[src/bms_pkg.sv]
// ----------------------------------------------------------------------------
// bms_pkg
// Types and constants shared by the brace match scanner modules.
// ----------------------------------------------------------------------------
package bms_pkg;

  // Default widths of the depth counter and the byte offset counter.
  localparam int OFFSET_BITS_DEF = 24;
  localparam int DEPTH_BITS_DEF  = 16;

  // Width of the reported end offset field.
  localparam int END_OFFSET_W = 24;

  // Lexical modes, as reported in the lex_mode field.
  typedef enum logic [2:0] {
    MODE_CODE  = 3'd0,
    MODE_LINE  = 3'd1,
    MODE_BLOCK = 3'd2,
    MODE_STR   = 3'd3,
    MODE_CHR   = 3'd4
  } lex_mode_t;

  // Character codes the scanner reacts to.
  localparam logic [7:0] CH_LBRACE = 8'h7B;
  localparam logic [7:0] CH_RBRACE = 8'h7D;
  localparam logic [7:0] CH_SLASH  = 8'h2F;
  localparam logic [7:0] CH_STAR   = 8'h2A;
  localparam logic [7:0] CH_DQUOTE = 8'h22;
  localparam logic [7:0] CH_SQUOTE = 8'h27;
  localparam logic [7:0] CH_BSLASH = 8'h5C;
  localparam logic [7:0] CH_NL     = 8'h0A;

  // One input item: a byte, its lookahead and the search control bits.
  typedef struct packed {
    logic [7:0] data_byte;
    logic [7:0] next_byte;
    logic       next_present;
    logic       first;
  } item_t;

  // One result item.
  typedef struct packed {
    logic                    found;
    logic                    unmatched;
    logic [END_OFFSET_W-1:0] end_offset;
    logic [2:0]              lex_mode;
  } result_t;

endpackage

[src/bms_step.sv]
// ----------------------------------------------------------------------------
// bms_step
// Combinational update of the scanner state for one byte.
// ----------------------------------------------------------------------------
module bms_step #(
  parameter int OFFSET_BITS = bms_pkg::OFFSET_BITS_DEF,
  parameter int DEPTH_BITS  = bms_pkg::DEPTH_BITS_DEF
) (
  input  bms_pkg::item_t                item,
  input  bms_pkg::lex_mode_t            mode,
  input  logic [7:0]                    prev,
  input  logic signed [DEPTH_BITS-1:0]  depth,
  input  logic [OFFSET_BITS-1:0]        offset,
  input  logic                          done,
  output bms_pkg::result_t              res,
  output bms_pkg::lex_mode_t            mode_next,
  output logic [7:0]                    prev_next,
  output logic signed [DEPTH_BITS-1:0]  depth_next,
  output logic [OFFSET_BITS-1:0]        offset_next,
  output logic                          done_next
);

  localparam logic signed [DEPTH_BITS-1:0] DepMax = {1'b0, {(DEPTH_BITS-1){1'b1}}};
  localparam logic signed [DEPTH_BITS-1:0] DepMin = {1'b1, {(DEPTH_BITS-1){1'b0}}};
  localparam logic [OFFSET_BITS-1:0]       OffMax = {OFFSET_BITS{1'b1}};

  bms_pkg::lex_mode_t           eff_mode;
  bms_pkg::lex_mode_t           new_mode;
  logic [7:0]                   eff_prev;
  logic signed [DEPTH_BITS-1:0] eff_depth;
  logic signed [DEPTH_BITS-1:0] new_depth;
  logic [OFFSET_BITS-1:0]       eff_offset;
  logic [OFFSET_BITS-1:0]       new_offset;
  logic                         eff_done;
  logic                         hit;
  logic                         miss;
  logic [7:0]                   c;
  logic                         slash_next;
  logic                         star_next;

  always_comb begin
    // A first byte restarts the search from a cleared state.
    eff_mode   = item.first ? bms_pkg::MODE_CODE : mode;
    eff_prev   = item.first ? 8'h00 : prev;
    eff_depth  = item.first ? '0 : depth;
    eff_offset = item.first ? '0 : offset;
    eff_done   = item.first ? 1'b0 : done;

    c          = item.data_byte;
    slash_next = item.next_present && (item.next_byte == bms_pkg::CH_SLASH);
    star_next  = item.next_present && (item.next_byte == bms_pkg::CH_STAR);

    new_mode  = eff_mode;
    new_depth = eff_depth;
    hit       = 1'b0;

    case (eff_mode)
      bms_pkg::MODE_LINE: begin
        if (c == bms_pkg::CH_NL) new_mode = bms_pkg::MODE_CODE;
      end
      bms_pkg::MODE_BLOCK: begin
        if (c == bms_pkg::CH_SLASH && eff_prev == bms_pkg::CH_STAR)
          new_mode = bms_pkg::MODE_CODE;
      end
      bms_pkg::MODE_STR: begin
        if (c == bms_pkg::CH_DQUOTE && eff_prev != bms_pkg::CH_BSLASH)
          new_mode = bms_pkg::MODE_CODE;
      end
      bms_pkg::MODE_CHR: begin
        if (c == bms_pkg::CH_SQUOTE && eff_prev != bms_pkg::CH_BSLASH)
          new_mode = bms_pkg::MODE_CODE;
      end
      default: begin
        if (c == bms_pkg::CH_SLASH && slash_next) begin
          new_mode = bms_pkg::MODE_LINE;
        end else if (c == bms_pkg::CH_SLASH && star_next) begin
          new_mode = bms_pkg::MODE_BLOCK;
        end else if (c == bms_pkg::CH_DQUOTE) begin
          new_mode = bms_pkg::MODE_STR;
        end else if (c == bms_pkg::CH_SQUOTE) begin
          new_mode = bms_pkg::MODE_CHR;
        end else if (c == bms_pkg::CH_LBRACE) begin
          if (eff_depth != DepMax) new_depth = eff_depth + DEPTH_BITS'(1);
        end else if (c == bms_pkg::CH_RBRACE) begin
          if (eff_depth != DepMin) new_depth = eff_depth - DEPTH_BITS'(1);
          hit = (new_depth == '0);
        end
      end
    endcase

    new_offset = (eff_offset != OffMax) ? eff_offset + OFFSET_BITS'(1) : eff_offset;
    miss       = !hit && !item.next_present;

    if (eff_done) begin
      // A finished search holds its state until the next first byte.
      mode_next   = eff_mode;
      prev_next   = eff_prev;
      depth_next  = eff_depth;
      offset_next = eff_offset;
      done_next   = 1'b1;
      res.found      = 1'b0;
      res.unmatched  = 1'b0;
      res.end_offset = '0;
      res.lex_mode   = eff_mode;
    end else begin
      mode_next   = new_mode;
      prev_next   = c;
      depth_next  = new_depth;
      offset_next = new_offset;
      done_next   = hit || miss;
      res.found      = hit;
      res.unmatched  = miss;
      res.end_offset = hit ? bms_pkg::END_OFFSET_W'(new_offset) : '0;
      res.lex_mode   = new_mode;
    end
  end

endmodule

[src/brace_match_scanner.sv]
// ----------------------------------------------------------------------------
// brace_match_scanner
// Finds the brace that closes the first nesting level of a byte stream.
// ----------------------------------------------------------------------------
// Usage: each transfer on the item channel carries one source byte, the byte
// after it as lookahead (next_present low marks the final byte) and a first
// flag that starts a new search at that byte. Every item yields exactly one
// transfer on the res channel, in order. The result says whether this byte
// is the brace that brings the depth back to zero (found, with the offset
// just past it), whether the stream ended without a match (unmatched), and
// the lexical mode after the byte. Once a search has finished, further bytes
// without first give empty results until the next first byte.
// Each item is held in the input register and then in the result register
// before its result can transfer. While res_stall stays low the scanner
// takes one item per cycle, as the mode, depth and offset update that feeds
// the state registers back to themselves is combinational.
// Reset clears the pipeline and the scanner state, so the first byte after
// reset behaves as if first were set. When res_stall is high the result
// register holds, the input register fills, and item_stall rises only once
// both stages are occupied.
// ----------------------------------------------------------------------------
module brace_match_scanner #(
  parameter int OFFSET_BITS = bms_pkg::OFFSET_BITS_DEF,
  parameter int DEPTH_BITS  = bms_pkg::DEPTH_BITS_DEF
) (
  input  logic             clk,
  input  logic             rst,
  input  logic             item_valid,
  output logic             item_stall,
  input  bms_pkg::item_t   item,
  output logic             res_valid,
  input  logic             res_stall,
  output bms_pkg::result_t res
);

  // Input register stage.
  logic           in_full;
  bms_pkg::item_t in_q;

  // Scanner state, updated when an item moves into the result register.
  bms_pkg::lex_mode_t           mode;
  logic [7:0]                   prev;
  logic signed [DEPTH_BITS-1:0] depth;
  logic [OFFSET_BITS-1:0]       offset;
  logic                         done;

  bms_pkg::lex_mode_t           mode_next;
  logic [7:0]                   prev_next;
  logic signed [DEPTH_BITS-1:0] depth_next;
  logic [OFFSET_BITS-1:0]       offset_next;
  logic                         done_next;
  bms_pkg::result_t             step_res;

  logic advance;
  logic take;

  // The held item moves on whenever the result register is empty or is
  // being emptied in this cycle.
  assign advance    = in_full && (!res_valid || !res_stall);
  assign item_stall = in_full && !advance;
  assign take       = item_valid && !item_stall;

  bms_step #(
    .OFFSET_BITS (OFFSET_BITS),
    .DEPTH_BITS  (DEPTH_BITS)
  ) u_step (
    .item        (in_q),
    .mode        (mode),
    .prev        (prev),
    .depth       (depth),
    .offset      (offset),
    .done        (done),
    .res         (step_res),
    .mode_next   (mode_next),
    .prev_next   (prev_next),
    .depth_next  (depth_next),
    .offset_next (offset_next),
    .done_next   (done_next)
  );

  // Control: stage occupancy and scanner state.
  always_ff @(posedge clk) begin
    if (rst) begin
      in_full   <= 1'b0;
      res_valid <= 1'b0;
      mode      <= bms_pkg::MODE_CODE;
      prev      <= 8'h00;
      depth     <= '0;
      offset    <= '0;
      done      <= 1'b0;
    end else begin
      if (take) begin
        in_full <= 1'b1;
      end else if (advance) begin
        in_full <= 1'b0;
      end

      if (advance) begin
        res_valid <= 1'b1;
        mode      <= mode_next;
        prev      <= prev_next;
        depth     <= depth_next;
        offset    <= offset_next;
        done      <= done_next;
      end else if (!res_stall) begin
        res_valid <= 1'b0;
      end
    end
  end

  // Payload registers.
  always_ff @(posedge clk) begin
    if (take) begin
      in_q <= item;
    end
    if (advance) begin
      res <= step_res;
    end
  end

`ifndef SYNTH
  // A result never reports both a match and an unmatched end.
  a_found_excl: assert property (@(posedge clk) disable iff (rst)
    res_valid |-> !(res.found && res.unmatched))
    else $error("found and unmatched both set");

  // The end offset is only nonzero alongside a match.
  a_offset_zero: assert property (@(posedge clk) disable iff (rst)
    (res_valid && !res.found) |-> (res.end_offset == '0))
    else $error("end_offset set without found");

  // A reported match or end of stream closes the search.
  a_done_after: assert property (@(posedge clk) disable iff (rst)
    (advance && (step_res.found || step_res.unmatched)) |=> done)
    else $error("search not closed after a final result");

  // The input side is held back only while both stages are occupied.
  a_stall_full: assert property (@(posedge clk) disable iff (rst)
    item_stall |-> (in_full && res_valid && res_stall))
    else $error("item_stall without a full pipeline");

  // A stalled result register keeps its contents.
  a_res_hold: assert property (@(posedge clk) disable iff (rst)
    (res_valid && res_stall) |=> (res_valid && $stable(res)))
    else $error("result changed while stalled");
`endif

endmodule
[config.mk]
export PLATFORM = sky130hd
export DESIGN_NAME = brace_match_scanner
export DESIGN_NICKNAME = d
export VERILOG_FILES = /design/src/bms_pkg.sv /design/src/bms_step.sv /design/src/brace_match_scanner.sv
export SDC_FILE = /design/constraint.sdc
export NUM_CORES = 1
export LEC_CHECK = 0
export BUFFER_PORTS_ARGS = -buffer_cell sky130_fd_sc_hd__buf_4
export CORE_UTILIZATION = 55
export CTS_BUF_LIST = sky130_fd_sc_hd__clkbuf_8
export CTS_CLUSTER_DIAMETER = 120
export DETAILED_ROUTE_END_ITERATION = 7
export GPL_TIMING_DRIVEN = 0
export PLACE_DENSITY = 0.75
export SYNTH_ARGS = -nofsm -noshare
export SYNTH_HDL_FRONTEND = slang
export SYNTH_SLANG_ARGS = --single-unit
export TNS_END_PERCENT = 1
[constraint.sdc]
create_clock -name clk -period 4.58 [get_ports clk]
set_input_delay 1.374 -clock clk [delete_from_list [all_inputs] [get_ports clk]]
set_output_delay 1.374 -clock clk [all_outputs]
set_load 0.01 [all_outputs]
After elaboration in Yosys (flattened, before gate mapping)
Index checks and enable logic that the tools add are counted.
{"block": "classes", "addsub": 3, "n_eq_ne": 18, "mux": 48, "bitwise": 1, "reduce_logical": 23}
{"operator": "$mux W16", "count": 18}
{"operator": "$mux W24", "count": 3}
{"operator": "$eq A8 B6 Y1 const B", "count": 6}
{"operator": "$mux W3", "count": 11}
{"operator": "$ne A16 B16 Y1 const B", "count": 2}
{"operator": "$add A24 B1 Y24 const B", "count": 1}
{"operator": "$ne A24 B24 Y1 const B", "count": 1}
{"operator": "$add A16 B2 Y16 const B", "count": 1}
{"operator": "$eq A8 B7 Y1 const B", "count": 2}
{"operator": "$logic_not A16 Y1", "count": 1}
{"operator": "$mux W8", "count": 2}
{"operator": "$sub A16 B2 Y16 const B", "count": 1}
{"operator": "$mux W1", "count": 13}
{"operator": "$pmux W3 S4", "count": 1}
{"operator": "$logic_and A1 B1 Y1", "count": 11}
{"operator": "$eq A8 B4 Y1 const B", "count": 1}
{"operator": "$ne A8 B7 Y1 const B", "count": 1}
{"operator": "$eq A3 B2 Y1 const B", "count": 2}
{"operator": "$logic_not A1 Y1", "count": 6}
{"operator": "$reduce_or A4 Y1", "count": 1}
{"operator": "$eq A3 B1 Y1 const B", "count": 1}
{"operator": "$eq A3 B3 Y1 const B", "count": 1}
{"operator": "$logic_or A1 B1 Y1", "count": 2}
{"operator": "$ne A2 B1 Y1 const B", "count": 1}
{"operator": "other kinds (3)", "count": 3}
{"block": "totals", "reg_bits": 101, "inputBits": 22, "out_inout_bits": 31}

Logic depth before layout (Yosys ltp)
{"block": "depth", "ltp_word": 22, "mapped_depth": 15, "mapped_depth_nobuf": 11}

By module
From an unflattened synthesis, not the netlist that was laid out.
{"block": "unflattened", "hier_cells": 834, "area_unflattened_um2": 7314.5}
{"module": "brace_match_scanner", "instances": 1, "cells_per_inst": 282, "area_each_um2": 3865.0}
{"module": "bms_step", "instances": 1, "cells_per_inst": 552, "area_each_um2": 3449.6}

Least setup slack after synthesis
Ideal clock, no wire load.
{"block": "synth_path", "kind": "reg-to-reg", "start": "register in_q[0] (netlist bit)", "end": "register res[14] (netlist bit), data pin", "setup_time_ps": 151, "arrival_ps": 3434, "required_ps": 4429, "setup_slack_ps": 995, "stages_incl_launch_ff": 16, "period_less_slack_ps": 3585, "cell_sequence": "edfxtp_1 > clkbuf_1 > inv_1 > clkbuf_1 > nand2_1 > ha_1 > clkbuf_1 > nor2b_1 > nand2_1 > o41a_1 > a2111oi_4 > nand4_1 > or4b_1 > buf_2 > buf_6 > nor3_2"}
{"block": "synth_between", "elab_chain_len": 20, "word_cells_on_any_way": 32, "classes_between": "add/sub: 2; eq/ne: 6; mux: 20; bitwise: 1; reduce/logical: 3"}
{"item": "start: declaration", "line": "brace_match_scanner.sv:38", "source": "bms_pkg::item_t in_q;"}
{"item": "start signal: assignment", "line": "brace_match_scanner.sv:114", "source": "in_q <= item;"}
{"item": "$mux W16", "line": "bms_step.sv:45", "source": "eff_depth = item.first ? '0 : depth;"}
{"item": "$sub A16 B2 Y16 / $ne A16 B16 Y1 (equally long branches)", "line": "bms_step.sv:85", "source": "if (eff_depth != DepMin) new_depth = eff_depth - DEPTH_BITS'(1);"}
{"item": "$mux W16", "line": "bms_step.sv:85"}
{"item": "$mux W16", "line": "bms_step.sv:84", "source": "end else if (c == bms_pkg::CH_RBRACE) begin"}
{"item": "$mux W16", "line": "bms_step.sv:82", "source": "end else if (c == bms_pkg::CH_LBRACE) begin"}
{"item": "$mux W16", "line": "bms_step.sv:80", "source": "end else if (c == bms_pkg::CH_SQUOTE) begin"}
{"item": "$mux W16", "line": "bms_step.sv:78", "source": "end else if (c == bms_pkg::CH_DQUOTE) begin"}
{"item": "$mux W16", "line": "bms_step.sv:76", "source": "end else if (c == bms_pkg::CH_SLASH && star_next) begin"}
{"item": "[... 4 more ...]"}
{"item": "$mux W1", "line": "bms_step.sv:82"}
{"item": "$mux W1", "line": "bms_step.sv:80"}
{"item": "$mux W1", "line": "bms_step.sv:78"}
{"item": "$mux W1", "line": "bms_step.sv:76"}
{"item": "$mux W1", "line": "bms_step.sv:74", "source": "if (c == bms_pkg::CH_SLASH && slash_next) begin"}
{"item": "$mux W1", "line": "bms_step.sv:57", "source": "case (eff_mode)"}
{"item": "$not A1 Y1 (no line)"}
{"item": "$reduce_or A2 Y1 (no line)"}
{"item": "end signal: assignment", "line": "brace_match_scanner.sv:117", "source": "res <= step_res;"}
{"item": "end: declaration", "line": "brace_match_scanner.sv:33", "source": "output bms_pkg::result_t res"}
Parallel ways exist; a longest one is shown, timed or not. The select of a mux whose other input is x is not followed.
A chain may end at the register's enable or synchronous reset.

Worst setup path in the final report
{"block": "layout_path", "start": "register in_q[0] (netlist bit)", "end": "register res[26] (netlist bit), data pin"}
Same word-level chain as after synthesis.

==> flow_summary.json <==
{
  "synthCells": 736,
  "gp_congestion": 0.9403,
  "clock-root-buffer": "clkbuf_8",
  "syn_area_per_cell_um2": 8.374,
  "cts_buffers": 9,
  "io_pins": 53,
  "synth_area_um2": 6163,
  "required_ps": 4820,
  "hold_class": "reg2reg",
  "finalSetupTns_ps": 0,
  "wire_per_inst_um": 20.89,
  "async_flop_share": 0,
  "drc": 0,
  "drv_cap": 0,
  "num_vias": 6233,
  "wl_mm": 19.70,
  "antenna_found_initial": 0,
  "yosys.area.top_type": "edfxtp_1",
  "grt_pass1_wl_mm": 30.57,
  "cp_max_fo": 17,
  "start_util": 0.5661,
  "slew_headroom": 0.2662,
  "h-tree-depth": 3,
  "core-area_um2": 10890,
  "post-route-period-util": 0.9579,
  "status": "completed",
  "clockBufferDepth": 2,
  "worst_slack_ps": 192.8,
  "critPathCaptureType": "register",
  "irDropWorstVdd_v": 0.0002018,
  "arrival_ps": 4630,
  "ys_seq_elements": 101,
  "criticalPathCategory": "reg2reg",
  "clkTransAtPathRegs_ps": 110,
  "dpl.hpwl_mm": 14.13,
  "areaGrowthSynthToFinish_pct": 13.22,
  "ant_nets": 0,
  "synth_warnings": 0,
  "die_x_um": 107.9,
  "synth_nets": 762,
  "drt-initial-drc-count": 771,
  "n_antenna_cell": 0,
  "setup_viol": 0,
  "rsz0062_at_grt": "yes",
  "clk-insertion-delay-late_ps": 400,
  "multi_input_area_um2": 3406,
  "synth_top_area_frac": 0.2290,
  "netlist_top_cells_area": "edfxtp_1 (23%), dfxtp_1 (18%), nand2_1 (5.4%), a21oi_1 (4.5%), o21ai_0 (4.3%)",
  "ctsHoldBuffers": 0,
  "timing.fmax_mhz": 227.9,
  "cts_setup_buffers": 0,
  "std_cell_rows": 38,
  "vias_per_cell": 6.610,
  "skew_ps": 22.87,
  "die_h_um": 107.9,
  "place_ws_ps": -409.2,
  "seq_area_um2": 2492,
  "grt_util_all_layers": 0.3510,
  "cts.sinks": 101,
  "grt_max_degree": 39,
  "synthFlopType": "dfxtp_1",
  "synth.distinct_cells": 71,
  "fin_crit_ps": 4387,
  "p_per_area_nw_per_um2": 278.2,
  "leakage_uw": 0.002308,
  "yosysSeqAreaShare": 0.4044,
  "portBuffers": 52,
  "synth_edf_count": 47,
  "drive_above_1_share": 0.1220,
  "cts_tree": "built",
  "nNetsFinal": 824,
  "overflow": 0,
  "slew_violations": 0,
  "dr.pass1.iters": 8,
  "die_area_um2": 11630,
  "tightest_slew_ps": 1085,
  "hold_slack_ps": 475.1,
  "startpoint_type": "register",
  "grt_pass1_vias": 5881,
  "fillers": 948,
  "hold_viol_final": 0
}
## report_power, final
group,total (uW),internal [uW],switching (uW)
registers,999,977,21.4
logic,261,87.3,173
clock network,682,319,363
total,1940,1380,558
## cell usage in the layout (no fill, tap or decap), types with 15 or more instances in the layout
cell type / n
edfxtp_1: 47
dfxtp_1: 54
a21oi_1: 56
nand3_1: 16
nand2b_1: 15
nand4_1: 16
xnor2_1: 22
nor2_1: 70
nor3_1: 29
nand2_1: 89
buf_4: 53
o21ai_0: 53
clkbuf_1: 38
nor2b_1: 17
inv_1: 17
## per-layer routing
layer | GRT usage | share of wire | vias to the layer above
met5 | 0 | 0 | -
met4 | 0.1996 | 0.042 | 0
met3 | 0.06659 | 0.096 | 77
met2 | 0.5737 | 0.47 | 369
met1 | 0.4316 | 0.39 | 2941
li1 | - | - | 2846
## layout make-up
class / instances / share of cell area
multi-input combinational: 567 / 0.4881
sequential: 101 / 0.3572
timing repair buffer: 53 / 0.05702
buffer: 50 / 0.03066
tap: 140 / 0.02510
clock buffer: 9 / 0.01775
clock inverter: 7 / 0.01560
inverter: 16 / 0.008607
## through the flow
| stage | power (uW) | util | area (um2) | std cells |
|---|---|---|---|---|
| after floorplan | 1167 | - | 6163 | 736 |
| after global placement | 1266 | 0.6180 | 6729 | 928 |
| after detailed placement | 1272 | 0.6194 | 6744 | 929 |
| after CTS | 1927 | 0.6408 | 6977 | 944 |
| after global routing | 1985 | 0.6409 | 6978 | 943 |
| final | 1941 | 0.6409 | 6978 | 943 |
## Yosys cell counts (16+ instances only)
cell,number
a21oi_1,56
clkbuf_1,43
dfxtp_1,54
edfxtp_1,47
inv_1,16
nand2_1,89
nand3_1,16
nand4_1,16
nor2_1,70
nor2b_1,18
nor3_1,29
o21ai_0,53
xnor2_1,22
## path summary, 6_finish.rpt
| check | slack (ps) | cells after the start | endpoint | start |
|---|---|---|---|---|
| worst max-delay path | 190 | 13 | res[26] | in_q[0] |
| worst min-delay path | 480 | 2 | prev[3] | prev[3] |
| worst max register to register | 190 | 13 | res[26] | in_q[0] |
| worst min register to register | 480 | 2 | prev[3] | prev[3] |
## kinds of logic (layout without fill, tap and decap cells)
logic type,after synthesis,in the layout,share of synthesized area
AO/OA/AOI/OAI,196,196,0.2048
XOR/XNOR,28,28,0.03979
adder cells (fa/ha/maj),4,4,0.008121
buffers and inverters,68,135,0.04486
flip-flops,101,101,0.4044
multiplexers,9,9,0.01482
AND/OR/NAND/NOR,330,330,0.2832
## flip-flops by register name, indices dropped and copies added (netlist names)
signal and flops:
depth 16, done 1, in_full 1, in_q 18, mode 3, offset 24
prev 8, res 29, res_valid 1
## worst max-delay path: stages (launching register included)
cell and delay (ps):
edfxtp_1 380, clkbuf_2 300, inv_1 380, nand2_1 290, ha_2 390, nor2b_1 220, nand2_1 140, o41a_1 400
a2111oi_4 420, nand4_1 210, or4b_1 560, buf_2 220, buf_2 200, nor2_1 140
## repair_timing
action                                  in CTS  in global routing
pin swaps                                    0                  0
resized for setup                            2                  3
endpoints found under the setup margin      27                 30
Power figures use the tool's default switching activity.
